==> config.mk <==
export PLATFORM = sky130hd
export DESIGN_NAME = url_percent_decoder_unit_flat
export DESIGN_NICKNAME = d
export VERILOG_FILES = /design/src/hdl/upd_pkg.sv /design/src/hdl/upd_req_if.sv /design/src/hdl/upd_rsp_if.sv /design/src/hdl/upd_in_stage.sv /design/src/hdl/upd_decode.sv /design/src/hdl/upd_out_stage.sv /design/src/hdl/url_percent_decoder_unit.sv /design/src/flat_wrapper.sv
export SDC_FILE = /design/constraint.sdc
export NUM_CORES = 1
export LEC_CHECK = 0
export ABC_AREA = 1
export BUFFER_PORTS_ARGS = -buffer_cell sky130_fd_sc_hd__buf_2
export CORE_UTILIZATION = 50
export DETAILED_ROUTE_END_ITERATION = 8
export PLACE_DENSITY_LB_ADDON = 0.1
export SYNTH_ARGS = -nofsm -noshare
export SYNTH_HDL_FRONTEND = slang
export SYNTH_SLANG_ARGS = --single-unit
==> constraint.sdc <==
create_clock -name clock -period 1.7 [get_ports clock]
set_clock_uncertainty 0.05 [all_clocks]
set_input_delay 0.085 -clock clock [delete_from_list [all_inputs] [get_ports clock]]
set_output_delay 0.085 -clock clock [all_outputs]
set_load 0.005 [all_outputs]
==> src/hdl/upd_pkg.sv <==
// ----------------------------------------------------------------------------
// upd_pkg
// Types and character constants shared by the percent decoder modules.
// ----------------------------------------------------------------------------
package upd_pkg;

   localparam logic [7:0] HIGH_BIT_MASK = 8'h80;
   localparam logic [7:0] CHAR_PLUS     = 8'h2B;
   localparam logic [7:0] CHAR_PERCENT  = 8'h25;
   localparam logic [7:0] CHAR_SEMI     = 8'h3B;
   localparam logic [7:0] CHAR_SPACE    = 8'h20;

   typedef struct packed {
      logic [7:0] in_byte;
      logic       in_last;
   } req_type;

   typedef struct packed {
      logic [7:0] out_byte;
      logic       byte_valid;
      logic       is_last;
      logic       malformed;
   } rsp_type;

   // input register contents handed to the decoder
   typedef struct packed {
      logic    valid;
      req_type item;
   } stage_type;

   // zero to two results produced by one request
   typedef struct packed {
      logic [1:0] count;
      rsp_type    first;
      rsp_type    second;
   } pair_type;

endpackage

==> src/hdl/upd_req_if.sv <==
// ----------------------------------------------------------------------------
// upd_req_if
// Request channel: one raw byte of the encoded string and its end mark.
// ----------------------------------------------------------------------------
interface upd_req_if;
   logic       valid;
   logic       ready;
   logic [7:0] in_byte;
   logic       in_last;

   modport source (output valid, output in_byte, output in_last, input ready);
   modport sink   (input valid, input in_byte, input in_last, output ready);
endinterface

==> src/hdl/upd_rsp_if.sv <==
// ----------------------------------------------------------------------------
// upd_rsp_if
// Result channel: one decoded byte, separator or bare end marker.
// ----------------------------------------------------------------------------
interface upd_rsp_if;
   logic       valid;
   logic       ready;
   logic [7:0] out_byte;
   logic       byte_valid;
   logic       is_last;
   logic       malformed;

   modport source (output valid, output out_byte, output byte_valid,
                   output is_last, output malformed, input ready);
   modport sink   (input valid, input out_byte, input byte_valid,
                   input is_last, input malformed, output ready);
endinterface

==> src/hdl/upd_in_stage.sv <==
// ----------------------------------------------------------------------------
// upd_in_stage
// Input register: holds one request until the result buffer can take it.
// ----------------------------------------------------------------------------
module upd_in_stage
   import upd_pkg::*;
(
   input  logic      clock,
   input  logic      reset,
   input  logic      req_valid,
   output logic      req_ready,
   input  req_type   req_item,
   input  logic      advance,
   output stage_type stage
);

   logic    valid_ff, valid_in;
   req_type item_ff, item_in;

   assign req_ready = !valid_ff || advance;

   always_comb begin
      valid_in = valid_ff;
      item_in  = item_ff;
      if (req_valid && req_ready) begin
         valid_in = 1'b1;
         item_in  = req_item;
      end else if (advance) begin
         valid_in = 1'b0;
      end
   end

   always_ff @(posedge clock) begin
      if (reset) begin
         valid_ff <= 1'b0;
      end else begin
         valid_ff <= valid_in;
      end
      item_ff <= item_in;
   end

   assign stage.valid = valid_ff;
   assign stage.item  = item_ff;

endmodule

==> src/hdl/upd_decode.sv <==
// ----------------------------------------------------------------------------
// upd_decode
// Decode state machine: maps one request to zero, one or two results.
// ----------------------------------------------------------------------------
module upd_decode
   import upd_pkg::*;
(
   input  logic     clock,
   input  logic     reset,
   input  logic     fire,
   input  req_type  item,
   input  logic     append_sep,
   output pair_type pair
);

   typedef enum logic [1:0] {
      PH_NORMAL = 2'd0,
      PH_PAIR   = 2'd1,
      PH_HEX1   = 2'd2,
      PH_HEX2   = 2'd3
   } phase_type;

   phase_type  phase_ff, phase_in;
   logic [3:0] nibble_ff, nibble_in;
   logic       digit_err_ff, digit_err_in;

   logic       hex_ok;
   logic [3:0] hex_val;
   logic       have0;
   logic       cut;
   rsp_type    r0;
   rsp_type    sep;

   always_comb begin
      hex_ok  = 1'b1;
      hex_val = 4'd0;
      if (item.in_byte >= 8'h30 && item.in_byte <= 8'h39) begin
         hex_val = item.in_byte[3:0];
      end else if ((item.in_byte >= 8'h41 && item.in_byte <= 8'h46) ||
                   (item.in_byte >= 8'h61 && item.in_byte <= 8'h66)) begin
         // letters A-F / a-f: low three bits are 1..6
         hex_val = 4'd9 + {1'b0, item.in_byte[2:0]};
      end else begin
         hex_ok = 1'b0;
      end
   end

   always_comb begin
      phase_in     = phase_ff;
      nibble_in    = nibble_ff;
      digit_err_in = digit_err_ff;
      have0        = 1'b0;
      r0           = '{out_byte: item.in_byte, byte_valid: 1'b1,
                       is_last: 1'b0, malformed: 1'b0};
      case (phase_ff)
         PH_NORMAL: begin
            if ((item.in_byte & HIGH_BIT_MASK) != 8'h00) begin
               have0    = 1'b1;
               phase_in = PH_PAIR;
            end else if (item.in_byte == CHAR_PLUS) begin
               have0       = 1'b1;
               r0.out_byte = CHAR_SPACE;
            end else if (item.in_byte == CHAR_PERCENT) begin
               phase_in = PH_HEX1;
            end else begin
               have0 = 1'b1;
            end
         end
         PH_PAIR: begin
            have0    = 1'b1;
            phase_in = PH_NORMAL;
         end
         PH_HEX1: begin
            nibble_in    = hex_val;
            digit_err_in = !hex_ok;
            phase_in     = PH_HEX2;
         end
         PH_HEX2: begin
            have0 = 1'b1;
            if (hex_ok && !digit_err_ff) begin
               r0.out_byte = {nibble_ff, hex_val};
            end else begin
               r0.out_byte  = 8'h00;
               r0.malformed = 1'b1;
            end
            phase_in     = PH_NORMAL;
            nibble_in    = 4'd0;
            digit_err_in = 1'b0;
         end
         default: begin
            phase_in = PH_NORMAL;
         end
      endcase

      cut = (phase_in != PH_NORMAL);
      sep = '{out_byte: CHAR_SEMI, byte_valid: 1'b1, is_last: 1'b1, malformed: cut};

      pair.count  = have0 ? 2'd1 : 2'd0;
      pair.first  = r0;
      pair.second = sep;
      if (item.in_last) begin
         if (append_sep) begin
            if (have0) begin
               pair.count = 2'd2;
            end else begin
               pair.count = 2'd1;
               pair.first = sep;
            end
         end else if (have0) begin
            pair.first.is_last   = 1'b1;
            pair.first.malformed = r0.malformed | cut;
         end else begin
            // bare end marker
            pair.count = 2'd1;
            pair.first = '{out_byte: 8'h00, byte_valid: 1'b0, is_last: 1'b1,
                           malformed: cut};
         end
         phase_in     = PH_NORMAL;
         nibble_in    = 4'd0;
         digit_err_in = 1'b0;
      end
   end

   always_ff @(posedge clock) begin
      if (reset) begin
         phase_ff     <= PH_NORMAL;
         nibble_ff    <= 4'd0;
         digit_err_ff <= 1'b0;
      end else if (fire) begin
         phase_ff     <= phase_in;
         nibble_ff    <= nibble_in;
         digit_err_ff <= digit_err_in;
      end
   end

endmodule

==> src/hdl/upd_out_stage.sv <==
// ----------------------------------------------------------------------------
// upd_out_stage
// Result register: holds the results of one request and sends them in order.
// ----------------------------------------------------------------------------
module upd_out_stage
   import upd_pkg::*;
(
   input  logic     clock,
   input  logic     reset,
   input  logic     load_valid,
   input  pair_type pair,
   output logic     free,
   output logic     rsp_valid,
   input  logic     rsp_ready,
   output rsp_type  rsp_item
);

   logic [1:0] count_ff, count_in;
   rsp_type    head_ff, head_in;
   rsp_type    tail_ff, tail_in;
   logic       pop;
   logic       load;

   assign rsp_valid = (count_ff != 2'd0);
   assign rsp_item  = head_ff;
   assign pop       = rsp_valid && rsp_ready;
   // buffer is empty now or drains its last result this cycle
   assign free      = (count_ff == 2'd0) || (count_ff == 2'd1 && pop);
   assign load      = load_valid && free;

   always_comb begin
      count_in = count_ff;
      head_in  = head_ff;
      tail_in  = tail_ff;
      if (load) begin
         count_in = pair.count;
         head_in  = pair.first;
         tail_in  = pair.second;
      end else if (pop) begin
         count_in = count_ff - 2'd1;
         head_in  = tail_ff;
      end
   end

   always_ff @(posedge clock) begin
      if (reset) begin
         count_ff <= 2'd0;
      end else begin
         count_ff <= count_in;
      end
      head_ff <= head_in;
      tail_ff <= tail_in;
   end

endmodule

==> src/hdl/url_percent_decoder_unit.sv <==
// ----------------------------------------------------------------------------
// url_percent_decoder_unit
// Path: a request passes the input register and then the result register
// before its first result is on the result port.
// Throughput: one request per cycle while the single result register is free;
// two results (data byte plus separator) hold it until both are sent.
// Reset: synchronous; clears decode phase, buffers and append_separator.
// ----------------------------------------------------------------------------
module url_percent_decoder_unit
   import upd_pkg::*;
(
   input  logic      clock,
   input  logic      reset,
   upd_req_if.sink   req_chan,
   upd_rsp_if.source rsp_chan,
   input  logic      csr_we,
   input  logic      csr_wdata
);

   logic      append_ff;
   stage_type stage;
   pair_type  pair;
   req_type   req_item;
   rsp_type   rsp_item;
   logic      free;
   logic      fire;

   always_ff @(posedge clock) begin
      if (reset) begin
         append_ff <= 1'b0;
      end else if (csr_we) begin
         append_ff <= csr_wdata;
      end
   end

   assign req_item.in_byte = req_chan.in_byte;
   assign req_item.in_last = req_chan.in_last;
   assign fire             = stage.valid && free;

   upd_in_stage u_in (
      .clock     (clock),
      .reset     (reset),
      .req_valid (req_chan.valid),
      .req_ready (req_chan.ready),
      .req_item  (req_item),
      .advance   (fire),
      .stage     (stage)
   );

   upd_decode u_dec (
      .clock      (clock),
      .reset      (reset),
      .fire       (fire),
      .item       (stage.item),
      .append_sep (append_ff),
      .pair       (pair)
   );

   upd_out_stage u_out (
      .clock      (clock),
      .reset      (reset),
      .load_valid (stage.valid),
      .pair       (pair),
      .free       (free),
      .rsp_valid  (rsp_chan.valid),
      .rsp_ready  (rsp_chan.ready),
      .rsp_item   (rsp_item)
   );

   assign rsp_chan.out_byte   = rsp_item.out_byte;
   assign rsp_chan.byte_valid = rsp_item.byte_valid;
   assign rsp_chan.is_last    = rsp_item.is_last;
   assign rsp_chan.malformed  = rsp_item.malformed;

endmodule
==> src/flat_wrapper.sv <==
// flat-port wrapper written by rule: the top's interface ports become plain ports
module url_percent_decoder_unit_flat import upd_pkg::*;
  (clock, reset, csr_we, csr_wdata, req_chan_valid, req_chan_in_byte, req_chan_in_last, req_chan_ready, rsp_chan_valid, rsp_chan_out_byte, rsp_chan_byte_valid, rsp_chan_is_last, rsp_chan_malformed, rsp_chan_ready);
  upd_req_if req_chan_i ();
  upd_rsp_if rsp_chan_i ();
  input  logic clock;
  input  logic reset;
  input  logic csr_we;
  input  logic csr_wdata;
  input wire logic [$bits(req_chan_i.valid)-1:0] req_chan_valid;
  input wire logic [$bits(req_chan_i.in_byte)-1:0] req_chan_in_byte;
  input wire logic [$bits(req_chan_i.in_last)-1:0] req_chan_in_last;
  output wire logic [$bits(req_chan_i.ready)-1:0] req_chan_ready;
  output wire logic [$bits(rsp_chan_i.valid)-1:0] rsp_chan_valid;
  output wire logic [$bits(rsp_chan_i.out_byte)-1:0] rsp_chan_out_byte;
  output wire logic [$bits(rsp_chan_i.byte_valid)-1:0] rsp_chan_byte_valid;
  output wire logic [$bits(rsp_chan_i.is_last)-1:0] rsp_chan_is_last;
  output wire logic [$bits(rsp_chan_i.malformed)-1:0] rsp_chan_malformed;
  input wire logic [$bits(rsp_chan_i.ready)-1:0] rsp_chan_ready;
  assign req_chan_i.valid = req_chan_valid;
  assign req_chan_i.in_byte = req_chan_in_byte;
  assign req_chan_i.in_last = req_chan_in_last;
  assign req_chan_ready = req_chan_i.ready;
  assign rsp_chan_valid = rsp_chan_i.valid;
  assign rsp_chan_out_byte = rsp_chan_i.out_byte;
  assign rsp_chan_byte_valid = rsp_chan_i.byte_valid;
  assign rsp_chan_is_last = rsp_chan_i.is_last;
  assign rsp_chan_malformed = rsp_chan_i.malformed;
  assign rsp_chan_i.ready = rsp_chan_ready;
  url_percent_decoder_unit u_core (.clock(clock), .reset(reset), .req_chan(req_chan_i), .rsp_chan(rsp_chan_i), .csr_we(csr_we), .csr_wdata(csr_wdata));
endmodule
==> impl_results.md <==
- Min cycle time layout: 1860 ps
- Switch Pwr: 858 uW
- Max-slew violation count: 0
- Util after Layout: 75.9%
- Violated checks: setup timing
- Mapped Cells: 216
- Area of placed instances: 2120 sq um
- Setup slack after layout: -156 ps
- Total track usage: 23.1%
- DR DRC count: 0
- Post-route ant nets: 0
- DR vias/cell: 4.96
- Synth async-reset ratio: 0%
- Synth Net Count: 241
- Highest-delay cell along the critical path: edfxtp_1
- Antenna Cells: 0
- Routed vias: 1,662
- Max VDD drop: 0.000746 V
- Routed WL: 4210 microns
- Status: finished, violations left
- Largest delay share family, worst path: simple AND/OR/NAND/NOR gates
- Total CTS buffers: 5
- Post-DP HPWL: 2790 microns
- Final Instance Area: 2570 sq um
- Maximum number of pins on one net before global-route repair: 15
- Max_cap viols: 0
- Worst hold path type: input pin to register
- Worst R2R Setup Slack: -160 ps
- Vias in the first global route: 1,494
- Multi-input gate area: 998 sq um
- I/O pin count: 28
- Starting DRT DRC Count: 102
- Worst-path maximum fanout: 7
- Share of the synthesized area in the top cell type: 35.3%
- PortBufs: 27
- # fillers: 218
- Sw Ratio: 34.9%
- Clock sinks: 32
- Clk_lat worst skew: 330 ps
- Avg Cell Area, Syn: 8.26 sq um
- CTS tree: done
- Relative slew slack: 78.5%
- Synth unique cells: 25
- Register area share after synthesis: 47.7%
- RSZ-0062 raised after global routing: true
- CP required: 1730 ps
- Die area: 3810 sq um
- Dominant cell type by area after synthesis: edfxtp_1
- GPL Wtd Cong: 0.835
- Layout cell share with drive strength beyond 1: 36.7%
- Internal: 1.60 mW
- Combinational Power Share: 39.5%
- Clock-pin transition on the worst setup and hold timing paths: 90 ps
- Static Leak: 1.06 nW
- CTS Root Cell: clkbuf_4
- FF+latch count, synth: 32
- Worst setup SP type: register
- Final Hold Vio Count: 0
- Worst-Margin Slew: 322 ps
- Critical path's largest stage delay: 430 ps
- Global route overflow: 0
- Core Area: 3390 sq um
- Buf+Inv Stages, Crit Path: 2
- Synth Flop Type: edfxtp_1
- Final TNS setup: -1400 ps
- CP most frequent cell: nand2_2
- Number of synthesized flops with an enable pin: 21
- First-pass GRT wire length: 6210 microns
- H-tree depth: 2
- Reg area: 852 sq um
- YS warnings: 0
- Area grow syn2layout: 44.1%
- Syn Std Cell Area: 1780 sq um
- Die X: 61.7 microns
- Clock buffer depth: 2
- Type of the worst setup path: register to register
- Flop pwr share: 44.5%
- First-pass DRT Iterations: 4
- Final layout net count: 313
- Chip height: 61.7 microns
- Fin crit share: 109%
- PwrDens: 956 nW/um^2
- Initial core utilization: 52.6%
- Initial antenna violation count: 0
- Avg WL per Cell: 12.6 microns
- F_max: 0.539 GHz
- Rows: 21
- Ranking of synthesized cells by area: edfxtp_1 (35%), dfxtp_1 (12%), nand2_1 (10%)
- Power share of the clock group: 16.0%
- Critical Path Sink Type: register
- CP cell instances: inv_2 > ha_4 > inv_4 > nor3_4 > nand2_2 > nand2_2 > nand3_2 > nand2_4 > nand2_8 > nand4_1 > nand3_1
- Arr. time, crit path: 1890 ps
- Setup-failing EPs final: 12
==> path summary, 6_finish.rpt <==
kind | from | to | depth (start not counted)
max | u_core.u_in.stage[2] | u_core.u_out.rsp_item[0] | 11
min | reset | u_core.u_dec.nibble_ff[0] | 2
max reg2reg | u_core.u_in.stage[2] | u_core.u_out.rsp_item[0] | 11
min reg2reg | u_core.u_dec.digit_err_ff | u_core.u_dec.digit_err_ff | 2
==> cells by family after synthesis <==
logic type / after synthesis / share of synthesized area [%]
AOI/OAI and AO/OA: 30 / 9.75
xor gates and xnor gates: 1 / 0.491
adders and majority gates: 10 / 7.01
buffers and inverters: 36 / 7.64
DFF: 32 / 47.7
and+or+nand+nor: 107 / 27.4
==> state kept, by name, summed over array words and instances (netlist names) <==
signal / count
u_core.u_dec.nibble_ff: 4
u_core.u_out.count_ff: 2
u_core.u_out.tail_ff: 1
u_core.u_in.stage: 9
u_core.u_dec.phase_ff: 2
u_core.append_ff: 1
u_core.u_out.rsp_item: 11
u_core.u_in.valid_ff: 1
u_core.u_dec.digit_err_ff: 1
==> synth_stat cells, drive strengths merged (2+ instances only) <==
cell type  number
ha             10
nor2           28
a31oi           2
nand4           5
a21oi          12
dfxtp          11
nand3b          2
nand3          17
o21ai           9
inv            34
edfxtp         21
nand2          54
o21bai          4
clkbuf          2
==> per-layer routing <==
metal | vias up | share of wire (%) | GRT usage [%]
met5 | - | 0 | 0
met4 | 0 | 2.3 | 10.2
met3 | 11 | 4.7 | 5.59
met2 | 60 | 51 | 38.7
met1 | 742 | 42 | 28.4
li1 | 849 | - | -
==> cell type report <==
type / instances / area share, %
Clock buffer: 6 / 1.61
Clock inverter: 2 / 0.292
Inverter: 34 / 5.21
Multi-Input combinational cell: 149 / 38.8
Sequential cell: 32 / 33.1
Tap cell: 46 / 2.24
Timing Repair Buffer: 66 / 18.7
==> through the flow <==
| step | hold slack (ps) | total power [mW] | worst slack (ps) | std cells |
|---|---|---|---|---|
| after global placement | 211 | 1.87 | -165 | 307 |
| after floorplan | 134 | 1.57 | 3.84 | 216 |
| after global routing | 33.3 | 2.65 | -250 | 335 |
| after CTS | 11.7 | 2.33 | -126 | 330 |
| after detailed placement | 213 | 1.88 | -175 | 307 |
| final | 33.1 | 2.46 | -156 | 335 |
==> cells in the final DEF (no fill, tap or decap), drive strengths merged <==
cell         Yosys  layout
nor2            28      28
clkinvlp         0       1
o21a             1       1
dfxtp           11      11
nand4            5       5
nand3           17      17
o211ai           1       1
inv             34      33
edfxtp          21      21
dlygate4sd3      0      12
buf              0      54
nor3             1       1
ha              10      10
a21oi           12      12
clkinv           0       2
a21boi           1       1
o21ai            9       9
a31oi            2       2
nand3b           2       2
clkbuf           2       6
nand2           54      55
o21bai           4       4
xor2             1       1
==> power groups by stage <==
stage	registers, mW	logic (mW)	clock network, mW
after floorplan	1.11	0.461	0
after global placement	1.10	0.771	0
after detailed placement	1.10	0.773	0
after CTS	1.09	0.834	0.410
after global routing	1.12	1.09	0.437
final	1.09	0.971	0.393
==> repair_timing <==
item,in CTS,in global routing
hold buffers,12,0
gates resized for setup,12,47
gates cloned,1,0
hold endpoints to repair,11,0
endpoints found under the setup margin,16,21
pin swaps,6,20
setup buffers,2,5
Power figures use the tool's default switching activity.
